File: config.mk
export PLATFORM = sky130hd
export DESIGN_NAME = square_wave_interval_timer
export DESIGN_NICKNAME = d
export VERILOG_FILES = /design/src/rtl/swit_pkg.sv /design/src/rtl/swit_front.sv /design/src/rtl/swit_queue.sv /design/src/rtl/swit_back.sv /design/src/rtl/square_wave_interval_timer.sv
export SDC_FILE = /design/constraint.sdc
export NUM_CORES = 1
export LEC_CHECK = 0
export BUFFER_PORTS_ARGS = -buffer_cell sky130_fd_sc_hd__buf_2
export CORE_MARGIN = 4
export CORE_UTILIZATION = 58
export DETAILED_ROUTE_END_ITERATION = 7
export PLACE_DENSITY = 0.75
export SLEW_MARGIN = 10
export SYNTH_ARGS = -nofsm -noshare
export SYNTH_HDL_FRONTEND = slang
export SYNTH_SLANG_ARGS = --single-unit
File: constraint.sdc
create_clock -name clk_i -period 3.6 [get_ports clk_i]
set_clock_uncertainty 0.05 [all_clocks]
set_input_delay 0 -clock clk_i [delete_from_list [all_inputs] [get_ports clk_i]]
set_output_delay 0 -clock clk_i [all_outputs]
set_load 0.02 [all_outputs]
File: src/rtl/swit_pkg.sv
// Shared types, codes and defaults for the square-wave interval timer.
// Used by every module of the block; depends on nothing.
package swit_pkg;

  localparam int MAX_CHANNELS         = 3;
  localparam int NUM_CHANNELS_DEFAULT = 3;
  localparam int COUNT_WIDTH_DEFAULT  = 16;
  localparam int SPK_CHANNEL          = 2;
  localparam int QUEUE_DEPTH          = 2;

  localparam logic [1:0] CMD_WRITE = 2'd0;
  localparam logic [1:0] CMD_READ  = 2'd1;
  localparam logic [1:0] CMD_TICK  = 2'd2;

  localparam logic [2:0] PORT_CMD = 3'd3;
  localparam logic [2:0] PORT_SPK = 3'd4;

  localparam logic [1:0] SEL_READBACK = 2'd3;

  typedef enum logic [2:0] {
    OP_NOP,
    OP_TICK,
    OP_LOAD,
    OP_STOP,
    OP_SPK_WRITE,
    OP_SPK_READ
  } op_e;

  typedef struct packed {
    logic [1:0] cmd;
    logic [2:0] port_sel;
    logic [7:0] wdata;
  } in_item_t;

  typedef struct packed {
    logic [7:0] rdata;
    logic       timer_out;
    logic       refresh_out;
    logic       speaker_out;
  } out_item_t;

  typedef struct packed {
    op_e        kind;
    logic [1:0] chan;
    logic [7:0] data;
  } op_t;

endpackage

File: src/rtl/swit_front.sv
// Front end of the interval timer: accepts items and classifies them into operations.
// Depends on swit_pkg; feeds swit_queue.
module swit_front #(
  parameter int NUM_CHANNELS = swit_pkg::NUM_CHANNELS_DEFAULT
) (
  input  logic              in_valid_i,
  output logic              in_stall_o,
  input  swit_pkg::in_item_t in_item_i,
  input  logic              q_full_i,
  output logic              q_push_o,
  output swit_pkg::op_t     q_op_o
);

  swit_pkg::op_t op;

  always_comb begin
    op.kind = swit_pkg::OP_NOP;
    op.chan = in_item_i.port_sel[1:0];
    op.data = in_item_i.wdata;
    case (in_item_i.cmd)
      swit_pkg::CMD_WRITE: begin
        if (in_item_i.port_sel < swit_pkg::PORT_CMD) begin
          if (int'(in_item_i.port_sel) < NUM_CHANNELS) begin
            op.kind = swit_pkg::OP_LOAD;
          end
        end else if (in_item_i.port_sel == swit_pkg::PORT_CMD) begin
          op.chan = in_item_i.wdata[7:6];
          if ((in_item_i.wdata[7:6] != swit_pkg::SEL_READBACK) &&
              (int'(in_item_i.wdata[7:6]) < NUM_CHANNELS)) begin
            op.kind = swit_pkg::OP_STOP;
          end
        end else if (in_item_i.port_sel == swit_pkg::PORT_SPK) begin
          op.kind = swit_pkg::OP_SPK_WRITE;
        end
      end
      swit_pkg::CMD_READ: begin
        if (in_item_i.port_sel == swit_pkg::PORT_SPK) begin
          op.kind = swit_pkg::OP_SPK_READ;
        end
      end
      swit_pkg::CMD_TICK: begin
        op.kind = swit_pkg::OP_TICK;
      end
      default: begin
        op.kind = swit_pkg::OP_NOP;
      end
    endcase
  end

  assign in_stall_o = q_full_i;
  assign q_push_o   = in_valid_i && !q_full_i;
  assign q_op_o     = op;

endmodule

File: src/rtl/swit_queue.sv
// Short operation queue between the front and back ends of the interval timer.
// Depends on swit_pkg for the operation type and depth.
module swit_queue (
  input  logic          clk_i,
  input  logic          rst_ni,
  input  logic          push_i,
  input  swit_pkg::op_t op_i,
  output logic          full_o,
  input  logic          pop_i,
  output logic          valid_o,
  output swit_pkg::op_t op_o
);

  localparam int PtrW = (swit_pkg::QUEUE_DEPTH > 1) ? $clog2(swit_pkg::QUEUE_DEPTH) : 1;
  localparam int CntW = $clog2(swit_pkg::QUEUE_DEPTH + 1);

  swit_pkg::op_t entry_q [swit_pkg::QUEUE_DEPTH];
  logic [PtrW-1:0] wr_ptr_q, wr_ptr_d;
  logic [PtrW-1:0] rd_ptr_q, rd_ptr_d;
  logic [CntW-1:0] count_q, count_d;
  logic do_pop;

  assign full_o  = (count_q == CntW'(swit_pkg::QUEUE_DEPTH));
  assign valid_o = (count_q != '0);
  assign op_o    = entry_q[rd_ptr_q];
  assign do_pop  = pop_i && valid_o;

  always_comb begin
    wr_ptr_d = wr_ptr_q;
    rd_ptr_d = rd_ptr_q;
    count_d  = count_q;
    if (push_i) begin
      wr_ptr_d = (int'(wr_ptr_q) == swit_pkg::QUEUE_DEPTH - 1) ? '0 : wr_ptr_q + 1'b1;
    end
    if (do_pop) begin
      rd_ptr_d = (int'(rd_ptr_q) == swit_pkg::QUEUE_DEPTH - 1) ? '0 : rd_ptr_q + 1'b1;
    end
    if (push_i && !do_pop) begin
      count_d = count_q + 1'b1;
    end else if (!push_i && do_pop) begin
      count_d = count_q - 1'b1;
    end
  end

  always_ff @(posedge clk_i or negedge rst_ni) begin
    if (!rst_ni) begin
      wr_ptr_q <= '0;
      rd_ptr_q <= '0;
      count_q  <= '0;
    end else begin
      wr_ptr_q <= wr_ptr_d;
      rd_ptr_q <= rd_ptr_d;
      count_q  <= count_d;
    end
  end

  always_ff @(posedge clk_i) begin
    if (push_i) begin
      entry_q[wr_ptr_q] <= op_i;
    end
  end

endmodule

File: src/rtl/swit_back.sv
// Back end of the interval timer: channel counters, speaker control and result register.
// Depends on swit_pkg; consumes operations from swit_queue.
module swit_back #(
  parameter int NUM_CHANNELS = swit_pkg::NUM_CHANNELS_DEFAULT,
  parameter int COUNT_WIDTH  = swit_pkg::COUNT_WIDTH_DEFAULT
) (
  input  logic                clk_i,
  input  logic                rst_ni,
  input  logic                q_valid_i,
  input  swit_pkg::op_t       q_op_i,
  output logic                q_pop_o,
  output logic                out_valid_o,
  input  logic                out_stall_i,
  output swit_pkg::out_item_t out_item_o
);

  logic advance;
  logic out_valid_q, out_valid_d;
  swit_pkg::out_item_t out_item_q, out_item_d;
  logic [7:0] spk_q, spk_d;
  logic [swit_pkg::MAX_CHANNELS-1:0] lvl_nxt;

  assign advance = q_valid_i && (!out_valid_q || !out_stall_i);
  assign q_pop_o = advance;

  for (genvar c = 0; c < swit_pkg::MAX_CHANNELS; c++) begin : g_chan
    if (c < NUM_CHANNELS) begin : g_live
      localparam bit IsSpk = (c == swit_pkg::SPK_CHANNEL);

      logic [COUNT_WIDTH-1:0] cnt_q, cnt_d;
      logic [COUNT_WIDTH-1:0] rld_q, rld_d;
      logic [7:0]             hold_q, hold_d;
      logic                   exp_q, exp_d;
      logic                   run_q, run_d;
      logic                   lvl_q, lvl_d;
      logic [COUNT_WIDTH:0]   div, div_inc, new_div, new_inc;
      logic [15:0]            wr_word;
      logic [COUNT_WIDTH-1:0] new_rld, hi, lo, new_hi;
      logic                   gate, hit;

      assign div     = {rld_q == '0, rld_q};
      assign div_inc = div + 1'b1;
      assign hi      = div_inc[COUNT_WIDTH:1];
      assign lo      = div[COUNT_WIDTH:1];
      assign wr_word = {q_op_i.data, hold_q};
      assign new_rld = wr_word[COUNT_WIDTH-1:0];
      assign new_div = {new_rld == '0, new_rld};
      assign new_inc = new_div + 1'b1;
      assign new_hi  = new_inc[COUNT_WIDTH:1];
      assign gate    = !IsSpk || spk_q[0];
      assign hit     = (q_op_i.chan == 2'(c));

      always_comb begin
        cnt_d  = cnt_q;
        rld_d  = rld_q;
        hold_d = hold_q;
        exp_d  = exp_q;
        run_d  = run_q;
        lvl_d  = lvl_q;
        if (advance) begin
          case (q_op_i.kind)
            swit_pkg::OP_TICK: begin
              if (run_q && gate) begin
                if (cnt_q > COUNT_WIDTH'(1)) begin
                  cnt_d = cnt_q - 1'b1;
                end else if (lvl_q) begin
                  if (lo == '0) begin
                    cnt_d = hi;
                  end else begin
                    lvl_d = 1'b0;
                    cnt_d = lo;
                  end
                end else begin
                  lvl_d = 1'b1;
                  cnt_d = hi;
                end
              end
            end
            swit_pkg::OP_LOAD: begin
              if (hit) begin
                if (!exp_q) begin
                  hold_d = q_op_i.data;
                  exp_d  = 1'b1;
                end else begin
                  rld_d = new_rld;
                  exp_d = 1'b0;
                  run_d = 1'b1;
                  lvl_d = 1'b1;
                  cnt_d = new_hi;
                end
              end
            end
            swit_pkg::OP_STOP: begin
              if (hit) begin
                run_d = 1'b0;
                lvl_d = 1'b1;
                exp_d = 1'b0;
              end
            end
            default: begin
            end
          endcase
        end
      end

      always_ff @(posedge clk_i or negedge rst_ni) begin
        if (!rst_ni) begin
          cnt_q  <= '0;
          rld_q  <= '0;
          hold_q <= '0;
          exp_q  <= 1'b0;
          run_q  <= 1'b0;
          lvl_q  <= 1'b1;
        end else begin
          cnt_q  <= cnt_d;
          rld_q  <= rld_d;
          hold_q <= hold_d;
          exp_q  <= exp_d;
          run_q  <= run_d;
          lvl_q  <= lvl_d;
        end
      end

      assign lvl_nxt[c] = lvl_d;
    end else begin : g_absent
      assign lvl_nxt[c] = 1'b1;
    end
  end

  always_comb begin
    spk_d = spk_q;
    if (advance && (q_op_i.kind == swit_pkg::OP_SPK_WRITE)) begin
      spk_d = q_op_i.data;
    end
  end

  always_comb begin
    out_item_d.rdata       = (q_op_i.kind == swit_pkg::OP_SPK_READ) ? spk_q : 8'd0;
    out_item_d.timer_out   = lvl_nxt[0];
    out_item_d.refresh_out = lvl_nxt[1];
    out_item_d.speaker_out = lvl_nxt[swit_pkg::SPK_CHANNEL] & spk_d[1];
  end

  always_comb begin
    if (advance) begin
      out_valid_d = 1'b1;
    end else if (!out_stall_i) begin
      out_valid_d = 1'b0;
    end else begin
      out_valid_d = out_valid_q;
    end
  end

  always_ff @(posedge clk_i or negedge rst_ni) begin
    if (!rst_ni) begin
      out_valid_q <= 1'b0;
      spk_q       <= '0;
    end else begin
      out_valid_q <= out_valid_d;
      spk_q       <= spk_d;
    end
  end

  always_ff @(posedge clk_i) begin
    if (advance) begin
      out_item_q <= out_item_d;
    end
  end

  assign out_valid_o = out_valid_q;
  assign out_item_o  = out_item_q;

endmodule

File: src/rtl/square_wave_interval_timer.sv
// Top level of the three-channel square-wave interval timer with speaker gate.
// Depends on swit_pkg, swit_front, swit_queue and swit_back.
//
// Each item is a port write, a port read or one tick of the input clock, and each
// yields one result with the read byte and the three output levels after the item.
// The block takes one item per clock cycle unless the result is stalled. Each accepted
// item is written into a queue entry and then into the result register; the front
// decodes into a two-entry queue, and the back end updates every channel counter at
// once, so the per-channel count, compare and reload set the cycle time. While the
// result is stalled, up to two further items are taken before the input stalls.
module square_wave_interval_timer #(
  parameter int NUM_CHANNELS = swit_pkg::NUM_CHANNELS_DEFAULT,
  parameter int COUNT_WIDTH  = swit_pkg::COUNT_WIDTH_DEFAULT
) (
  input  logic                clk_i,
  input  logic                rst_ni,
  input  logic                in_valid_i,
  output logic                in_stall_o,
  input  swit_pkg::in_item_t  in_item_i,
  output logic                out_valid_o,
  input  logic                out_stall_i,
  output swit_pkg::out_item_t out_item_o
);

  logic          q_full;
  logic          q_push;
  logic          q_pop;
  logic          q_valid;
  swit_pkg::op_t push_op;
  swit_pkg::op_t head_op;

  swit_front #(
    .NUM_CHANNELS(NUM_CHANNELS)
  ) u_front (
    .in_valid_i(in_valid_i),
    .in_stall_o(in_stall_o),
    .in_item_i (in_item_i),
    .q_full_i  (q_full),
    .q_push_o  (q_push),
    .q_op_o    (push_op)
  );

  swit_queue u_queue (
    .clk_i  (clk_i),
    .rst_ni (rst_ni),
    .push_i (q_push),
    .op_i   (push_op),
    .full_o (q_full),
    .pop_i  (q_pop),
    .valid_o(q_valid),
    .op_o   (head_op)
  );

  swit_back #(
    .NUM_CHANNELS(NUM_CHANNELS),
    .COUNT_WIDTH (COUNT_WIDTH)
  ) u_back (
    .clk_i      (clk_i),
    .rst_ni     (rst_ni),
    .q_valid_i  (q_valid),
    .q_op_i     (head_op),
    .q_pop_o    (q_pop),
    .out_valid_o(out_valid_o),
    .out_stall_i(out_stall_i),
    .out_item_o (out_item_o)
  );

endmodule

==> results of run 1 <==
## metal layers
metal  up-vias  share of wire (%)  GRT usage [%]
met1      4536                 43           40.4
met2       416                 47           45.7
li1       4400                  -              -
met5         -                  0              0
met4         0                1.9           8.54
met3        51                7.8           5.89
## metrics by stage
stage | worst slack (ns) | util, %
6_report | 0.446 | 66.6
3_3_place_gp | 0.645 | 62.3
2_1_floorplan | 0.864 | -
3_5_place_dp | 0.567 | 62.3
4_1_cts | 0.522 | 66.6
5_1_grt | 0.251 | 66.6
## cell type report
type | instances | area share [%]
multi-input cells | 908 | 47.7
clock inverters | 15 | 1.48
clock buffers | 17 | 3.53
well taps | 229 | 2.38
repair buffers | 83 | 4.98
flip-flops and latches | 179 | 38.8
inverters | 38 | 1.18
## worst max-delay path, stage by stage, from the launching register on
cell and delay, ns:
dfrtp_1 0.76, mux2_2 0.45, nor2_1 0.37, o2111ai_2 0.16, buf_4 0.28, nor2_1 0.54
o211ai_1 0.18, o211ai_1 0.25
## cells by family after synthesis
group | after synthesis | share of synthesized area [%]
buffers and inverters | 98 | 3.64
flip-flops | 179 | 43.4
AO/OA/AOI/OAI | 265 | 15.5
AND/OR/NAND/NOR | 476 | 22.6
XOR/XNOR | 114 | 9.27
multiplexers | 34 | 3.39
adder cells (fa/ha/maj) | 19 | 2.21
## synth_stat cells, types with 8 or more instances
library cell,n,area share [%]
dfrtp_1,139,32
nand2_1,125,4.4
o21ai_0,95,4.4
nor2_1,91,3.2
a21oi_1,63,2.9
xnor2_1,63,5.1
nand3_1,52,2.4
xor2_1,51,4.1
nor3_1,49,2.3
clkbuf_1,47,1.6
inv_1,38,1.3
edfxtp_1,37,10
nand4_1,24,1.4
mux2_2,20,2.1
ha_1,19,2.2
nor4_1,18,1.0
and3_1,17,0.99
or4_1,15,1.0
mux2i_1,14,1.3
and2_1,13,0.76
nand2b_1,13,0.76
o211ai_1,13,0.91
or3_1,13,0.76
a221o_1,11,1.0
o31ai_1,9,0.63
a22oi_1,8,0.56
a31oi_1,8,0.46
nor3b_1,8,0.56
## registers in the layout, indices dropped and copies added, names as in the netlist
name,count
u_back.g_chan.g_live.cnt_q,48
u_back.g_chan.g_live.exp_q,3
u_back.g_chan.g_live.hold_q,24
u_back.g_chan.g_live.lvl_q,3
u_back.g_chan.g_live.rld_q,48
u_back.g_chan.g_live.run_q,3
u_back.out_item_o,11
u_back.out_valid_o,1
u_back.spk_q,8
u_queue.count_q,2
u_queue.entry_q,26
u_queue.rd_ptr_q,1
u_queue.wr_ptr_q,1
## power by group
part | switching [mW] | internal [mW] | total, mW | leakage, nW
registers | 1.04 | 2.87 | 3.91 | 2.16
logic | 2.35 | 1.67 | 4.01 | 2.39
clock network | 0.929 | 0.999 | 1.93 | 0.290
total | 4.32 | 5.54 | 9.85 | 4.85
## path summary, 6_finish.rpt
| check | start | end | slack (ns) |
|---|---|---|---|
| setup reg to reg | u_queue.rd_ptr_q | u_back.g_chan[2].g_live.cnt_q[15] | 0.45 |
| hold / removal | rst_ni | u_back.g_chan[2].g_live.rld_q[1] | 0.15 |
| max in group asynchronous | rst_ni | u_back.g_chan[1].g_live.rld_q[2] | 2.41 |
| setup / recovery | u_queue.rd_ptr_q | u_back.g_chan[2].g_live.cnt_q[15] | 0.45 |
| hold reg to reg | u_back.spk_q[2] | u_back.spk_q[2] | 0.43 |
| min in group clk_i | in_item_i[4] | u_queue.entry_q[1][4] | 0.23 |
## repair_timing
item	4_1_cts	5_1_grt
hold buffers	17	0
endpoints found under the hold margin	123	0
setup endpoints to repair	0	0
==> summary.txt, run 1 <==
Worst setup path
  • Worst EP required: about 4 ns
  • CP Capture Type: flop
  • Max FO, Critical Path: 31
  • Crit start category: flop
  • WP data arrival: 3.45 ns
  • Reg2Reg Depth: 7
  • Crit Path Category: reg2reg

Flow run
  • Maxcap violations: 0

GRT
  • First-pass GRT wire length: between 40000 and 50000 µm
  • Initial antenna violation count: 0
  • GRT overflow: 0
  • Gr usage total: between 20 and 30%
  • Largest net degree at the start of global routing: just under 100
  • Vias in the first global route: 8931

Power and ir drop
  • Peak supply drop: roughly 530 µV
  • Pwr per Cell Area: between 800 and 900 nW/µm²
  • P_leak: between 4 and 5 nW
  • Design Power: 9.85 mW

Routing
  • Final ANT Viol Nets: 0
  • 1st-iter DRT viols: ~1200
  • Vias: approximately 9400
  • Vias per inst: roughly 6.4
  • Drt drc: 0
  • Drt first pass iters: 6
  • Final wirelength: about 29000 µm
  • Wire length per cell: just under 20 µm

Placement
  • RePlAce Congestion: approximately 0.9
  • Placed wire-length estimate: between 15000 and 20000 µm
  • # port buffers: 29
  • Cell Area, Placed: 11300 µm²
  • Post-Place Cells: between 1000 and 1500

CTS
  • # Post-CTS Setup Buffers: 0
  • Root buffer cell: clkbuf_16
  • CTS Buf Count: 17
  • CTS max path bufs: 2
  • CTS tree: done
  • Insertion delay to the later sink of the worst-skew pair: between 0.4 and 0.5 ns
  • CTS Sinks: roughly 180
  • H-tree Lvls: 4
  • Clock Pin Slew Worst Setup and Hold Paths: approximately 0.07 ns
  • PostCTS Resize Cnt: 0

Synthesis
  • Yosys cell types: 73
  • Post-Syn Area per Cell: a little over 9 µm²
  • Ys Warns: 0
  • Syn_nets: 1221
  • Register area share after synthesis: around 43%
  • Synth Flop Type: dfrtp_1
  • Syn Inst Count: around 1200
  • Mapped Area: 10800 µm²
  • #FFs+latches synth: roughly 180
  • EDFF count, synth: 37
  • Async SR Flop Fraction: around 80%

Die
  • Die area: between 20000 and 25000 µm²
  • Initial Utilization: between 50% and 60%
  • Die Height: approximately 140 µm
  • Rows: 49
  • Die width: ~140 µm
  • I/O pins: 30
  • Core ar.: between 15000 and 20000 µm²

Min path
  • HP Class: in2async

Timing
  • Hold Violations, Final: 0
  • Final setup vio count: 0
  • Final worst-path cycle share: around 90%
  • Fin crit period: roughly 3.2 ns
  • Slew Viols, Final: 0
  • Worst slew margin: between 20% and 30%
  • Hold slack: roughly 0.15 ns
  • Setup TNS: 0 ns
  • Fmax: roughly 320 MHz
  • RSZ-0062 raised after global routing: no
  • Slew @ Worst Pin: about 1.1 ns

Finish
  • NumNets Final: between 1000 and 1500
  • Share of layout cells above drive strength 1: 11.3%
  • Multi-input gate area: 5740 µm²
  • Final instance area: 12000 µm²
  • Register area: between 4000 and 5000 µm²
  • Fillers: 1436
  • Most frequent cells in the layout: dfrtp_1 (139), nand2_1 (125), o21ai_0 (95), nor2_1 (88), xnor2_1 (63)
  • Number of antenna diodes: 0
  • Most common cell after layout, fill and taps aside: dfrtp_1
  • Syn-to-layout area delta: 11.9%
  • Filler-free cell count of the finished design: 1469

Status
  • Outcome: finished clean
Power figures use the tool's default switching activity.
==> run 2: changes to the inputs <==
- CORE_MARGIN: 4 -> unset
- SYNTH_HIERARCHICAL: unset -> 1
==> run 2 against run 1 <==
The flow now finishes with violations (design-rule violations). Fmax increased by 4.6%. Synthesized cell count decreased by 2.0%. Via count decreased by 2.1%. Global-route usage increased by 2.3 points.
==> summary.txt, run 2 <==
Timing
  • Final worst-path cycle share: 83.8% (-3.8 points)
  • Final setup vio count: 0 (unchanged)
  • Hold Violations, Final: 0 (unchanged)
  • Fmax: 332 MHz (+4.6%)
  • RSZ-0062 raised after global routing: no
  • Worst slew margin: 29.8% (+6.6 points)
  • Slew Viols, Final: 0 (unchanged)
  • Setup TNS: 0 ns (unchanged)
  • Fin crit period: 3.02 ns (-0.138 ns)
  • Slew @ Worst Pin: 1.05 ns (-0.0950 ns)

Routing
  • Final ANT Viol Nets: 0 (unchanged)
  • Wire length per cell: 20.4 µm (+4.0%)
  • Final wirelength: 29100 µm (+1.2%)
  • Drt drc: 2 (+2)
  • Drt first pass iters: 7 (+1)
  • Vias: 9204 (-2.1%)
  • Vias per inst: 6.44 (+0.62%)
  • 1st-iter DRT viols: 1160 (-0.086%)

Die
  • Die Height: 139 µm (-3.9%)
  • Die width: 139 µm (-3.9%)
  • Initial Utilization: 59.6% (+0.082 points)
  • Core ar.: 18100 µm² (+0.34%)
  • Rows: 49 (unchanged)
  • Die area: 19200 µm² (-7.7%)
  • I/O pins: 30 (unchanged)

Worst setup path
  • Top Family by Delay on Critical Path: simple AND/OR/NAND/NOR gates
  • Crit start category: flop
  • R2R Path End: u_back/g_chan[0].g_live.rld_q[6]
  • CP Capture Type: flop
  • Buf/Inv on CP: 0 (-1)
  • Max FO, Critical Path: 18 (-42%)
  • WP data arrival: 3.29 ns (-0.16 ns)
  • Reg2Reg Depth: 5 (-2)
  • Crit Path Category: reg2reg
  • R2r setup slk: 0.58 ns (+0.14 ns)
  • R2R Path Start: u_queue/rd_ptr_q
  • Slowest cell on crit path: nand3_1
  • Max incr delay on CP: 0.60 ns (-0.16 ns)
  • Most used cell, CP: mux2_2
  • Worst EP required: 3.87 ns (-0.02 ns)
  • CP cell instances: mux2_2 -> nor3b_2 -> and3_1 -> nand3_1 -> mux2_2

Synthesis
  • Most common cell in the netlist: nand2_1
  • EDFF count, synth: 37 (unchanged)
  • Cell taking the most area after synthesis: dfrtp_1
  • Mapped Area: 10800 µm² (+0.48%)
  • Post-Syn Area per Cell: 9.32 µm² (+2.6%)
  • Top-area cell type share of the netlist area: 32.2% (-0.15 points)
  • Syn_nets: 1197 (-2.0%)
  • Register area share after synthesis: 43.2% (-0.21 points)
  • #FFs+latches synth: 179 (unchanged)
  • Synth cell count leaders: nand2_1 (168), dfrtp_1 (139), nor2_1 (73), xor2_1 (55), mux2_2 (53)
  • Top post-synthesis cells by area: dfrtp_1 (32%), edfxtp_1 (10%), nand2_1 (5.8%)
  • Ys Warns: 6 (+6)
  • Yosys cell types: 91 (+25%)
  • Async SR Flop Fraction: 79.3% (unchanged)
  • Synth Flop Type: dfrtp_1
  • Syn Inst Count: 1161 (-2.0%)

Min path
  • HP Class: in2async

Finish
  • Syn-to-layout area delta: 10.4%
  • Share of layout cells above drive strength 1: 14.2% (+2.9 points)
  • NumNets Final: 1223 (-3.2%)
  • Most frequent cells in the layout: nand2_1 (168), dfrtp_1 (139), nor2_1 (73), xor2_1 (55), mux2_2 (53)
  • Number of antenna diodes: 0 (unchanged)
  • Largest regs: u_back/g_chan.g_live.cnt_q: 48 flops, u_back/g_chan.g_live.rld_q: 48 flops, u_queue/entry_q: 26 flops
  • Filler-free cell count of the finished design: 1429 (-2.7%)
  • Most common cell after layout, fill and taps aside: nand2_1

CTS
  • CTS Sinks: 179 (unchanged)
  • Insertion delay to the later sink of the worst-skew pair: 0.44 ns (about the same)
  • CTS Buf Count: 17 (unchanged)
  • H-tree Lvls: 4 (unchanged)
  • Clock Pin Slew Worst Setup and Hold Paths: 0.08 ns (about the same)
  • CTS tree: done
  • Root buffer cell: clkbuf_16
  • CTS max path bufs: 2 (unchanged)

Placement
  • # port buffers: 29 (unchanged)
  • Placed wire-length estimate: 19800 µm (-0.29%)
  • RePlAce Congestion: 0.911 (+0.91%)
  • Post-Place Cells: 1378 (-3.0%)

Status
  • Outcome: finished with violations
  • Failing checks: design-rule violations

Power and ir drop
  • P_leak: 4.90 nW (+1.2%)
  • Peak supply drop: 467 µV (-11%)
  • Pwr per Cell Area: 760 nW/µm² (-7.1%)

GRT
  • Initial antenna violation count: 0 (unchanged)
  • First-pass GRT wire length: 46700 µm (-1.0%)
  • Largest net degree at the start of global routing: 113 (+14%)
  • Gr usage total: 31.1% (+2.3 points)
  • GRT overflow: 0 (unchanged)
  • Vias in the first global route: 8691 (-2.7%)

Flow run
  • Maxcap violations: 0 (unchanged)
-- run 2: power breakdown --
group	leakage (nW)	total, mW	switching, mW	internal, mW
Sequential	2.16	3.65	0.854	2.79
Clock	0.302	1.94	0.978	0.961
Combinational	2.44	3.50	2.11	1.39
Total	4.90	9.08	3.94	5.14
-- run 2: metal layers --
layer | share of wire (%) | track usage, % | vias up
li1 | - | - | 4257
met1 | 43 | 42.7 | 4451
met2 | 47 | 49.7 | 444
met3 | 7.2 | 4.66 | 52
met4 | 2.4 | 12.6 | 0
met5 | 0 | 0 | -
-- run 2: metrics by stage --
stage	cell area, µm²	hold WS (ns)	util [%]	power (mW)	worst slack, ns
finish	11900	0.209	65.8	9.08	0.584
global route	11900	0.213	65.8	9.58	0.397
CTS	11900	0.218	65.8	9.02	0.641
detailed placement	11100	0.141	61.3	7.04	0.679
global placement	11100	0.137	61.3	6.95	0.722
floorplan	10800	-0.346	-	5.97	0.942
-- run 2: worst register-to-register path, stage by stage, from the launching register on --
cell	delay [ns]
dfrtp_1	0.47
mux2_2	0.49
nor3b_2	0.43
and3_1	0.34
nand3_1	0.60
mux2_2	0.52
-- run 2: logic make-up (layout without fill, tap and decap cells) --
logic type               after synthesis  in the layout  share of synthesized area, %
flip-flops                           179            179                          43.2
AO/OA/AOI/OAI                        207            207                          12.9
XOR/XNOR                             103            103                          8.34
buffers and inverters                 98            137                          3.93
multiplexers                          58             58                          5.98
AND/OR/NAND/NOR                      496            496                          23.4
adder cells (fa/ha/maj)               20             20                          2.29
-- run 2: area by class of cell --
cell class              count  area (µm²)
flip-flops and latches    179        4670
inverters                  35         131
fillers                  1409        6200
repair buffers             70         507
clock buffers              17         425
multi-input cells         884        5730
well taps                 229         287
clock inverters            15         196
-- run 2: worst max-delay path by stage --
stage,startpoint,to,slack [ns],depth (start not counted)
floorplan,u_queue/rd_ptr_q,u_back/g_chan[1].g_live.cnt_q[13],0.94,11
global placement,u_queue/rd_ptr_q,u_back/g_chan[1].g_live.cnt_q[1],0.72,7
detailed placement,u_queue/rd_ptr_q,u_back/g_chan[0].g_live.rld_q[6],0.68,5
CTS,u_queue/rd_ptr_q,u_back/g_chan[0].g_live.rld_q[6],0.64,5
global route,u_queue/rd_ptr_q,u_back/g_chan[1].g_live.cnt_q[3],0.40,7
finish,u_queue/rd_ptr_q,u_back/g_chan[0].g_live.rld_q[6],0.58,5
-- run 2: timing repair --
| item | CTS | global route |
|---|---|---|
| endpoints found under the hold margin | 137 | 0 |
| hold buffers | 19 | 0 |
| resized for setup | 0 | 0 |
| endpoints found under the setup margin | 0 | 0 |
| setup buffers | 0 | 0 |
